<file path="src/rtl/wvsdc_ram.sv">
// Generic simple dual-port RAM with registered read.
module wvsdc_ram #(
   parameter int WIDTH = 32,
   parameter int DEPTH = 64
) (
   input  logic                     clock,
   input  logic                     wr_en,
   input  logic [$clog2(DEPTH)-1:0] wr_addr,
   input  logic [WIDTH-1:0]         wr_data,
   input  logic                     rd_en,
   input  logic [$clog2(DEPTH)-1:0] rd_addr,
   output logic [WIDTH-1:0]         rd_data
);

   logic [WIDTH-1:0] mem_ff [DEPTH];
   logic [WIDTH-1:0] rd_data_ff;

   always_ff @(posedge clock) begin
      if (wr_en) begin
         mem_ff[wr_addr] <= wr_data;
      end
      if (rd_en) begin
         rd_data_ff <= mem_ff[rd_addr];
      end
   end

   assign rd_data = rd_data_ff;

endmodule

</file>
<file path="config.mk">
export PLATFORM = sky130hd
export DESIGN_NAME = wvsdc_ram
export DESIGN_NICKNAME = d
export VERILOG_FILES = /design/src/rtl/wvsdc_ram.sv
export SDC_FILE = /design/constraint.sdc
export NUM_CORES = 2
export LEC_CHECK = 0
export BUFFER_PORTS_ARGS = -buffer_cell sky130_fd_sc_hd__buf_2
export CAP_MARGIN = 10
export CORE_MARGIN = 2
export CORE_UTILIZATION = 35
export CTS_CLUSTER_DIAMETER = 120
export DETAILED_ROUTE_END_ITERATION = 8
export PLACE_DENSITY = 0.57
export SETUP_SLACK_MARGIN = 0.05
export SYNTH_ARGS = -nofsm -noshare
export SYNTH_HDL_FRONTEND = slang
export SYNTH_SLANG_ARGS = --single-unit
</file>
<file path="constraint.sdc">
create_clock -name clock -period 6.45 [get_ports clock]
set_input_delay 0.645 -clock clock [delete_from_list [all_inputs] [get_ports clock]]
set_output_delay 0.645 -clock clock [all_outputs]
set_load 0.05 [all_outputs]
</file>
==> flow_metrics.tcl <==
set metrics [dict create \
    cts_root_buf "clkbuf_16" \
    critPathLaunchType "input port" \
    grt_overflow 0 \
    met2_usage_pct 29.0 \
    synth_edf_count 2080 \
    yosysUniqueCellTypes 33 \
    final_util_pct 40.2 \
    die_x_um 479 \
    ant_nets 0 \
    ys_top_cells_by_area "edfxtp_1, mux4_2, mux2i_1, o22ai_1, nor2_1" \
    irDropWorstVdd_uv 228 \
    area_growth_pct 14.3 \
    nFillCells 19507 \
    drt_wl_total_um 208000 \
    yosysTopAreaCellShare_pct 79.2 \
    grt_max_degree 83 \
    whs_endpoint "mem_ff[58][31]" \
    seq_area_frac_synth_pct 79.2 \
    initial_core_util_pct 35.1 \
    portBuffers 78 \
    antenna_found_initial 23 \
    skew_ns 0.0545 \
    drt_iter0_markers 4477 \
    syn_area_mm2 0.0788 \
    cts_tree "yes" \
    final_hold_viol_count 0 \
    arrival_ns 4.14 \
    clk_pin_slew_ns 0.06 \
    fmax_mhz 275 \
    num_io_pins 79 \
    multi_input_area_mm2 0.0160 \
    slew_headroom_pct 14.0 \
    finalWorstSetupSlack_ns 2.82 \
    die-area_mm2 0.229 \
    synth_top_area_cell "edfxtp_1" \
    report.final.slew_viol_count 0 \
    rr_endpoint "rd_data[2]" \
    rr_worst_depth 4 \
    clock-sinks 2080 \
    core-area_mm2 0.224 \
    cts_buffer_depth 3 \
    worstPathRequired_ns 6.96 \
    crit_path_top_delay_cell "o22ai_1" \
    final_nets 3602 \
    critPathTopFamily "buffers and inverters" \
    finalInstanceArea_mm2 0.0901 \
    grt.busiest_layer "met2" \
    period_share_pct 56.3 \
    hold-path-cell-count 1 \
    postSynthAreaPerCell_um2 23.7 \
    fin_crit_ns 3.63 \
    worstMarginPinSlew_ns 1.29 \
    maxCapViolCount 0 \
    synth-main-ff-cell "edfxtp_1" \
    post_cts_buffers 0 \
    cts_resized 0 \
    clk_latency_ns 0.85 \
    p_leak_nw 27.5 \
    grt_usage_pct 18.0 \
    async_flop_share_pct 0 \
    max_stage_delay_ns 0.83 \
    gp_congestion 0.770 \
    cts_buffers 203 \
    setup_violations 0 \
    ff2ff_setup_slack_ns 3.69 \
    htree_levels 4 \
    cts_hold_buf 0 \
    met1_usage_pct 25.2 \
    netlist_instances 3324 \
    route.detailed.drc 0 \
    path_buf_inv 3 \
    dpl_cell_area_mm2 0.0837 \
    syn-num-nets 3371 \
    finalSetupTns_ns 0 \
    end_kind "register" \
    rsz0062_at_grt "no" \
    regArea_mm2 0.0625 \
    regToRegStartpoint "mem_ff[14][2]" \
    num_vias 36836 \
    final_layout_size_suffix_gt1_share_pct 29.3 \
    post_drt_wl_per_cell_um 30.9 \
    hp-start "wr_data[31]" \
    synth_seq_cells 2080 \
    grt_pass1_wl_um 291000 \
    ys.warnings.count 0 \
    status "complete, no violations" \
    hp-class "in -> reg" \
    num_rows 174 \
    dp_hpwl_um 116000 \
    die_h_um 479 \
    dp_worst_setup_slack_ns 1.89 \
    crit_type "in -> reg" \
    crit_fanout 59 \
    vias_per_cell 5.48 \
    first_global_vias 37289 \
    power_density_mw_per_mm2 310 \
    use_met3_pct 2.91 \
    crit_chain "buf_8 -> buf_4 -> buf_4 -> mux4_2 -> mux4_2 -> o22ai_1 -> nor2_1" \
    first_pass_iters 7 \
]
==> sequential cells by signal, indices dropped and copies added (netlist names) <==
| register | cells |
|---|---|
| mem_ff | 2048 |
| rd_data | 32 |
==> cell usage in the layout, fill, tap and decap left out, types with 15 or more instances in the layout <==
cell type	n
buf_4	120
bufinv_16	16
nor2b_1	15
clkinv_1	61
o221ai_1	27
clkbuf_1	37
o22ai_1	84
clkbuf_16	205
nand2_1	26
edfxtp_1	2080
mux2i_1	93
mux4_2	544
clkinv_2	27
nor2_4	62
buf_2	74
nor2_1	75
a21oi_1	62
==> logic make-up after synthesis <==
logic type	synth area share (%)
buf+inv	1.12
mux	16.7
compound gates	1.67
simple gates	1.26
flops	79.2
==> cell type report <==
cell class | count | share of cell area, %
clock inverter | 124 | 1.28
antenna | 8 | 0.0222
timing repair buffer | 208 | 1.69
sequential | 2080 | 69.3
tap | 2992 | 4.15
clock buffer | 242 | 5.84
multi-input combinational | 1062 | 17.7
==> stage by stage <==
stage / power (mW) / cells / hold WS, ns
floorplan: 16.1 / 3324 / 0.744
finish: 28.0 / 6716 / 0.380
global route: 28.8 / 6709 / 0.358
global placement: 16.7 / 6341 / 0.830
CTS: 28.2 / 6707 / 0.317
detailed placement: 16.8 / 6341 / 0.857
==> Yosys cell counts (2+ instances only) <==
cell type	count
nand3_1	5
a41o_1	4
nor2b_1	15
nor3_1	7
nor2_1	137
nand2b_1	8
mux2i_1	93
edfxtp_1	2080
clkbuf_1	74
nand2_1	26
nand4_1	2
o32ai_1	4
and2_1	2
buf_2	57
or3b_1	2
nand3b_1	5
mux4_2	544
or3_1	3
and3_1	4
o221ai_1	27
o22ai_1	84
a22oi_1	12
or3b_2	3
buf_1	21
a311oi_1	8
buf_6	5
a21oi_1	62
buf_4	25
==> report_power, final <==
part | internal [mW] | switching [mW] | total (mW)
combinational | 0.488 | 0.915 | 1.40
sequential | 15.0 | 0.0458 | 15.0
clock | 6.47 | 5.06 | 11.5
total | 22.0 | 6.02 | 28.0
==> layer usage <==
metal	up-vias	wire length (um)
met5	-	47
met4	8	5920
met3	309	14000
met2	1393	101000
met1	20347	86800
li1	14779	-
==> worst max-delay path by stage <==
| stage | start | cells after the start | endpoint | slack, ns |
|---|---|---|---|---|
| 2_1_floorplan | wr_addr[3] | 4 | mem_ff[48][0] | 2.65 |
| 3_3_place_gp | rd_addr[0] | 6 | rd_data[2] | 1.92 |
| 3_5_place_dp | rd_addr[0] | 6 | rd_data[2] | 1.89 |
| 4_1_cts | rd_addr[0] | 6 | rd_data[2] | 2.80 |
| 5_1_grt | rd_addr[0] | 6 | rd_data[2] | 2.72 |
| 6_report | rd_addr[1] | 7 | rd_data[2] | 2.82 |
Power figures use the tool's default switching activity.
