$ cat config.mk
export PLATFORM = sky130hd
export DESIGN_NAME = wvsdc_mul
export DESIGN_NICKNAME = d
export VERILOG_FILES = /design/src/rtl/wvsdc_pkg.sv /design/src/rtl/wvsdc_mul.sv
export SDC_FILE = /design/constraint.sdc
export NUM_CORES = 2
export LEC_CHECK = 0
export BUFFER_PORTS_ARGS = -buffer_cell sky130_fd_sc_hd__buf_2
export CAP_MARGIN = 20
export CORE_ASPECT_RATIO = 1.25
export CORE_MARGIN = 2
export CORE_UTILIZATION = 45
export CTS_CLUSTER_SIZE = 25
export DETAILED_ROUTE_END_ITERATION = 16
export PLACE_DENSITY = 0.68
export SETUP_SLACK_MARGIN = 0.5
export SYNTH_ARGS = -nofsm -noshare
export SYNTH_HDL_FRONTEND = slang
export SYNTH_SLANG_ARGS = --single-unit
$ cat constraint.sdc
create_clock -name clock -period 9.4 [get_ports clock]
set_input_delay 1.88 -clock clock [delete_from_list [all_inputs] [get_ports clock]]
set_output_delay 1.88 -clock clock [all_outputs]
set_load 0.005 [all_outputs]
$ cat src/rtl/wvsdc_pkg.sv
// Shared types, constants and saturation helpers for the wave-variable drift control unit.
package wvsdc_pkg;

   // Ring history geometry
   localparam int HISTORY_DEPTH = 2048;
   localparam int AXES          = 3;
   localparam int RING_AW       = $clog2(HISTORY_DEPTH);
   localparam int AX_W          = 2;
   localparam int RING_WORDS    = AXES * HISTORY_DEPTH;
   localparam int RAM_AW        = $clog2(RING_WORDS);

   // Datapath widths
   localparam int DATA_W  = 32;
   localparam int GAIN_W  = 31;
   localparam int DELAY_W = 11;
   localparam int STATE_W = 48;
   localparam int T_W     = 51;        // widest internal sum or error
   localparam int P_W     = T_W + 32;  // full product width
   localparam int CSR_IDX_W = 4;

   // Register indexes
   localparam logic [CSR_IDX_W-1:0] REG_WAVE_GAIN       = 4'd0;
   localparam logic [CSR_IDX_W-1:0] REG_WAVE_GAIN_RECIP = 4'd1;
   localparam logic [CSR_IDX_W-1:0] REG_STIFFNESS       = 4'd2;
   localparam logic [CSR_IDX_W-1:0] REG_DAMPING         = 4'd3;
   localparam logic [CSR_IDX_W-1:0] REG_BLEND_RECIP     = 4'd4;
   localparam logic [CSR_IDX_W-1:0] REG_CORRECTION_GAIN = 4'd5;
   localparam logic [CSR_IDX_W-1:0] REG_STEP_TIME       = 4'd6;
   localparam logic [CSR_IDX_W-1:0] REG_DELAY_CYCLES    = 4'd7;

   // Multiplier shift and saturation selects
   typedef enum logic [1:0] {SH16, SH17, SH32} shift_type;
   typedef enum logic [1:0] {SAT32, SAT48, SAT49} satw_type;

   typedef struct packed {
      logic                   start;
      shift_type              sh;
      satw_type               w;
      logic signed [T_W-1:0]  a;
      logic [DATA_W-1:0]      b;
   } mul_req_type;

   typedef struct packed {
      logic busy;
      logic done;
   } mul_stat_type;

   typedef struct packed {
      logic signed [DATA_W-1:0] wave_in_x;
      logic signed [DATA_W-1:0] wave_in_y;
      logic signed [DATA_W-1:0] wave_in_z;
      logic signed [DATA_W-1:0] velocity_x;
      logic signed [DATA_W-1:0] velocity_y;
      logic signed [DATA_W-1:0] velocity_z;
      logic signed [DATA_W-1:0] offset_x;
      logic signed [DATA_W-1:0] offset_y;
      logic signed [DATA_W-1:0] offset_z;
      logic signed [DATA_W-1:0] remote_pos_x;
      logic signed [DATA_W-1:0] remote_pos_y;
      logic signed [DATA_W-1:0] remote_pos_z;
   } req_type;

   typedef struct packed {
      logic signed [DATA_W-1:0] force_x;
      logic signed [DATA_W-1:0] force_y;
      logic signed [DATA_W-1:0] force_z;
      logic signed [DATA_W-1:0] wave_out_x;
      logic signed [DATA_W-1:0] wave_out_y;
      logic signed [DATA_W-1:0] wave_out_z;
   } rsp_type;

   // Saturate a wide value to 48 bits
   function automatic logic signed [STATE_W-1:0] sat48(input logic signed [T_W-1:0] v);
      logic [T_W-STATE_W:0] top;
      top = v[T_W-1:STATE_W-1];
      if (top == '0 || top == '1) begin
         return v[STATE_W-1:0];
      end
      return v[T_W-1] ? {1'b1, {(STATE_W-1){1'b0}}} : {1'b0, {(STATE_W-1){1'b1}}};
   endfunction

   // Saturate a wide value to 32 bits
   function automatic logic signed [DATA_W-1:0] sat32(input logic signed [T_W-1:0] v);
      logic [T_W-DATA_W:0] top;
      top = v[T_W-1:DATA_W-1];
      if (top == '0 || top == '1) begin
         return v[DATA_W-1:0];
      end
      return v[T_W-1] ? {1'b1, {(DATA_W-1){1'b0}}} : {1'b0, {(DATA_W-1){1'b1}}};
   endfunction

endpackage

$ cat src/rtl/wvsdc_mul.sv
// Shared multi-cycle multiply, round-half-away and saturate unit.
module wvsdc_mul (
   input  logic                         clock,
   input  logic                         reset,
   input  wvsdc_pkg::mul_req_type       req,
   output wvsdc_pkg::mul_stat_type      stat,
   output logic signed [wvsdc_pkg::T_W-1:0] result
);
   import wvsdc_pkg::*;

   typedef enum logic [1:0] {M_IDLE, M_LO, M_HI, M_FIN} mst_type;

   mst_type             st_ff;
   logic                done_ff;
   logic [T_W-1:0]      mag_ff;
   logic                neg_ff;
   logic [DATA_W-1:0]   b_ff;
   shift_type           sh_ff;
   satw_type            w_ff;
   logic [63:0]         plo_ff;
   logic [T_W-1:0]      phi_ff;
   logic signed [T_W-1:0] res_ff;

   logic [P_W-1:0]      prod, rnd, lim, r, mag_res;
   logic [5:0]          shamt;
   logic signed [T_W-1:0] res_in;

   // Combine partial products, round, shift and saturate the magnitude
   always_comb begin
      prod = (P_W'(phi_ff) << 32) + P_W'(plo_ff);
      case (sh_ff)
         SH16:    shamt = 6'd16;
         SH17:    shamt = 6'd17;
         SH32:    shamt = 6'd32;
         default: shamt = 6'd32;
      endcase
      rnd = P_W'(1) << (shamt - 6'd1);
      r   = (prod + rnd) >> shamt;
      case (w_ff)
         SAT32:   lim = P_W'(1) << 31;
         SAT48:   lim = P_W'(1) << 47;
         SAT49:   lim = P_W'(1) << 48;
         default: lim = P_W'(1) << 31;
      endcase
      if (r >= lim) begin
         mag_res = neg_ff ? lim : lim - P_W'(1);
      end else begin
         mag_res = r;
      end
      res_in = neg_ff ? -T_W'(mag_res) : T_W'(mag_res);
   end

   // Sequencer: latch, low half product, high half product, finish
   always_ff @(posedge clock) begin
      if (reset) begin
         st_ff   <= M_IDLE;
         done_ff <= 1'b0;
      end else begin
         done_ff <= (st_ff == M_FIN);
         case (st_ff)
            M_IDLE: begin
               if (req.start) begin
                  mag_ff <= req.a[T_W-1] ? T_W'(-req.a) : T_W'(req.a);
                  neg_ff <= req.a[T_W-1];
                  b_ff   <= req.b;
                  sh_ff  <= req.sh;
                  w_ff   <= req.w;
                  st_ff  <= M_LO;
               end
            end
            M_LO: begin
               plo_ff <= 64'(mag_ff[31:0]) * 64'(b_ff);
               st_ff  <= M_HI;
            end
            M_HI: begin
               phi_ff <= T_W'(mag_ff[T_W-1:32]) * T_W'(b_ff);
               st_ff  <= M_FIN;
            end
            M_FIN: begin
               res_ff  <= res_in;
               st_ff   <= M_IDLE;
            end
            default: st_ff <= M_IDLE;
         endcase
      end
   end

   assign stat.busy = (st_ff != M_IDLE);
   assign stat.done = done_ff;
   assign result    = res_ff;

endmodule

==> run_summary.xml <==
<?xml version="1.0" encoding="UTF-8"?>
<metrics>
  <group name="status">
    <metric name="status" unit="">completed</metric>
  </group>
  <group name="synthesis">
    <metric name="syn_area" unit="mm2">0.0676</metric>
    <metric name="ys_seq_area_share" unit="%">11.3</metric>
    <metric name="count_of_warnings_emitted_by_yosys" unit="">0</metric>
    <metric name="ys_dominant_reg_cell" unit="">edfxtp_1</metric>
    <metric name="synth_compound_area_share" unit="%">7.05</metric>
    <metric name="synth-edff-count" unit="">253</metric>
    <metric name="post_synth_fa_ha_maj_area_fraction" unit="%">50.6</metric>
    <metric name="post_synthesis_simple_gate_area_fraction" unit="%">16.1</metric>
    <metric name="post_synth_xor_area_fraction" unit="%">3.01</metric>
    <metric name="synth_top_cell_by_area" unit="">fa_1</metric>
    <metric name="yosys.cell_types.count" unit="">101</metric>
    <metric name="synthDominantCellAreaShare" unit="%">41.6</metric>
    <metric name="synth.top_cells.by_area" unit="">fa_1 42%, edfxtp_1 11%, ha_1 8.9%, inv_1 8.7%, nand2_1 7.8%</metric>
    <metric name="postSynthNetCount" unit="">9506</metric>
    <metric name="synth.area.mux_share" unit="%">0.774</metric>
    <metric name="synth_top_family_by_area" unit="">adder cells</metric>
    <metric name="post_synthesis_cell_count" unit="">7528</metric>
    <metric name="ff_latch_count_synth" unit="">256</metric>
    <metric name="synth_area_per_cell" unit="um2">8.97</metric>
    <metric name="synth_async_sr_flop_share" unit="%">0</metric>
  </group>
  <group name="timing">
    <metric name="final.setup_skew" unit="ns">0.0491</metric>
    <metric name="final-max-slew-violation-count" unit="">0</metric>
    <metric name="post-route-worst-setup-slack" unit="ns">0.425</metric>
    <metric name="setup_viol_count_final" unit="">0</metric>
    <metric name="min_period" unit="ns">8.98</metric>
    <metric name="post-route-period-util" unit="%">95.5</metric>
    <metric name="timing_worst_slew_pin_value" unit="ns">1.08</metric>
    <metric name="tns" unit="ns">0</metric>
    <metric name="holdWs" unit="ns">0.592</metric>
    <metric name="max_clock_freq" unit="MHz">111</metric>
    <metric name="slew_headroom" unit="%">28.2</metric>
    <metric name="rsz0062_at_grt" unit="">yes</metric>
    <metric name="final_hold_viol_count" unit="">0</metric>
  </group>
  <group name="routing">
    <metric name="via_density_per_instance" unit="">5.42</metric>
    <metric name="routed-via-count" unit="">52047</metric>
    <metric name="drc" unit="">0</metric>
    <metric name="detailedRoute.firstIterationViolations" unit="">3505</metric>
    <metric name="totalWireLength" unit="um">195000</metric>
    <metric name="detailedRoute.firstPassIterationCount" unit="">6</metric>
    <metric name="detail_route.wl_per_cell" unit="um">20.3</metric>
    <metric name="final_antenna_net_count" unit="">0</metric>
  </group>
  <group name="hold_path">
    <metric name="min_from" unit="">st_ff[0]$_SDFFE_PP0P_</metric>
    <metric name="hold_path.class" unit="">flop to flop</metric>
  </group>
  <group name="cells_and_area">
    <metric name="highest_count_cells_in_the_layout_ignoring_fill_and_taps" unit="">1567 x inv_1, 1400 x fa_1, 1399 x nand2_1</metric>
    <metric name="final_area" unit="mm2">0.0732</metric>
    <metric name="fill_cells" unit="">14004</metric>
    <metric name="final_layout_size_suffix_gt1_share" unit="%">8.03</metric>
    <metric name="mostFrequentLayoutCell" unit="">inv_1</metric>
    <metric name="num-nets-final" unit="">9546</metric>
    <metric name="flow.area_growth_from_synthesis" unit="%">8.43</metric>
  </group>
  <group name="floorplanning">
    <metric name="die_outline_height" unit="um">437</metric>
    <metric name="die_x" unit="um">351</metric>
    <metric name="placement_rows" unit="">158</metric>
    <metric name="ios" unit="">143</metric>
    <metric name="fp.coreArea" unit="mm2">0.149</metric>
    <metric name="die_area" unit="mm2">0.153</metric>
    <metric name="floorplan.initialDensity" unit="%">45.4</metric>
  </group>
  <group name="clock_tree">
    <metric name="clkSinkCount" unit="">256</metric>
    <metric name="clock_latency" unit="ns">0.62</metric>
    <metric name="path_clk_slew" unit="ns">0.06</metric>
    <metric name="cts-root-buf" unit="">clkbuf_16</metric>
    <metric name="htreeDepth" unit="">2</metric>
    <metric name="cts-buffers-inserted" unit="">34</metric>
    <metric name="max-clock-path-buffers" unit="">3</metric>
    <metric name="cts_hold_buffers" unit="">0</metric>
    <metric name="tritoncts" unit="">yes</metric>
  </group>
  <group name="critical_path">
    <metric name="cp-end-kind" unit="">flop</metric>
    <metric name="cp_data_required_time" unit="ns">9.73</metric>
    <metric name="critPathLaunch" unit="">b_ff[2]$_DFFE_PP_</metric>
    <metric name="r2r_setup_slk" unit="ns">0.42</metric>
    <metric name="path_max_fanout" unit="">10</metric>
    <metric name="setup.worst_path.class" unit="">flop to flop</metric>
    <metric name="crit_path_start_kind" unit="">flop</metric>
    <metric name="highest_delay_cell_along_the_critical_path" unit="">fa_1</metric>
    <metric name="worstReg2RegStart" unit="">b_ff[2]$_DFFE_PP_</metric>
    <metric name="worstPathArrival" unit="ns">9.30</metric>
    <metric name="worst_path_most_repeated_cell" unit="">fa_1</metric>
    <metric name="worst_path_largest_cell_delay" unit="ns">0.53</metric>
  </group>
  <group name="job">
    <metric name="max_cap_viol" unit="">0</metric>
  </group>
  <group name="global_route">
    <metric name="grt_usage" unit="%">26.0</metric>
    <metric name="grt_pass1_wl" unit="um">310000</metric>
    <metric name="grt_max_degree" unit="">83</metric>
    <metric name="number_of_antenna_violations_at_the_first_check_in_global_routing" unit="">16</metric>
    <metric name="grt-ovfl-total" unit="">0</metric>
    <metric name="first_global_vias" unit="">56327</metric>
  </group>
  <group name="placement">
    <metric name="gp_congestion" unit="">0.948</metric>
    <metric name="placedInstanceArea" unit="mm2">0.0710</metric>
    <metric name="buffer_ports.inserted" unit="">142</metric>
    <metric name="pre_cts_ws" unit="ns">-0.0830</metric>
    <metric name="hpwl" unit="um">160000</metric>
  </group>
</metrics>
-- worst max-delay path: cells and delay by family, from the launching register on --
family / cells / cell delay, ns
AND/OR/NAND/NOR: 3 / 0.39
flip-flops: 1 / 0.40
AO/OA/AOI/OAI: 12 / 2.87
buffers and inverters: 9 / 0.73
adder cells (fa/ha/maj): 9 / 4.22
XOR/XNOR: 1 / 0.08
-- kinds of logic after synthesis --
kind of cell             after synthesis
other                                  1
AO/OA/AOI/OAI                        732
XOR/XNOR                             232
multiplexers                          50
flip-flops                           256
buffers and inverters               2002
AND/OR/NAND/NOR                     2367
adder cells (fa/ha/maj)             1888
-- layer usage --
layer / GRT usage, % / vias to the layer above / share of wire (%)
met3: 4.16 / 558 / 6.8
met5: 0 / - / 0.047
met4: 13.3 / 14 / 6.1
li1: - / 23026 / -
met2: 45.2 / 2027 / 49
met1: 31.0 / 26422 / 38
-- cell type report --
class | count | area, um2 | share of cell area, %
inverters | 1574 | 5910 | 8.07
clock buffers | 36 | 880 | 1.20
clock inverters | 25 | 216 | 0.296
well taps | 2000 | 2500 | 3.42
repair buffers | 432 | 3390 | 4.63
multi-input cells | 5270 | 52700 | 71.9
diodes | 4 | 10.0 | 0.0137
flip-flops and latches | 256 | 7660 | 10.5
-- through the flow --
| stage | util [%] | instances |
|---|---|---|
| after floorplan | - | 7528 |
| after global placement | 47.8 | 9468 |
| after detailed placement | 47.8 | 9468 |
| after CTS | 49.0 | 9584 |
| after global routing | 49.3 | 9595 |
| final | 49.3 | 9597 |
-- cell usage after synthesis, drive strengths merged, types with 12 or more instances --
cell type	number
a211oi	25
a21o	77
a21oi	217
a22oi	14
a31oi	27
and2	411
and3	36
and4	15
buf	45
clkbuf	383
edfxtp	253
fa	1405
ha	483
inv	1574
mux2	18
mux2i	32
nand2	1404
nand2b	33
nand3	64
nand4	35
nor2	179
nor2b	19
nor3	59
nor4	25
o2111ai	12
o211ai	19
o21a	26
o21ai	159
o21bai	13
o31ai	31
or2	22
or3	29
or4	13
xnor2	168
xor2	64
-- worst paths after layout --
check                                to  depth (start not counted)
setup / recovery   plo_ff[61]$_DFFE_PP_                         34
hold / removal    st_ff[0]$_SDFFE_PP0P_                          2
setup reg to reg   plo_ff[61]$_DFFE_PP_                         34
hold reg to reg   st_ff[0]$_SDFFE_PP0P_                          2
-- registers in the layout, summed over array words and instances, names as in the netlist --
name,count
plo_ff,63
mag_ff,51
phi_ff,51
result,51
b_ff,32
sh_ff,2
st_ff,2
w_ff,2
done_ff,1
neg_ff,1
-- what timing repair did --
item / in CTS / in global routing
endpoints found under the setup margin: 16 / 24
resized for setup: 66 / 61
pin swaps: 28 / 41
gates cloned: 2 / 1
buffers inserted: 53 / 8
Power is left out: the tool's default activity adds up to more than one toggle a clock period on the data nets, which glitch-free logic cannot reach.
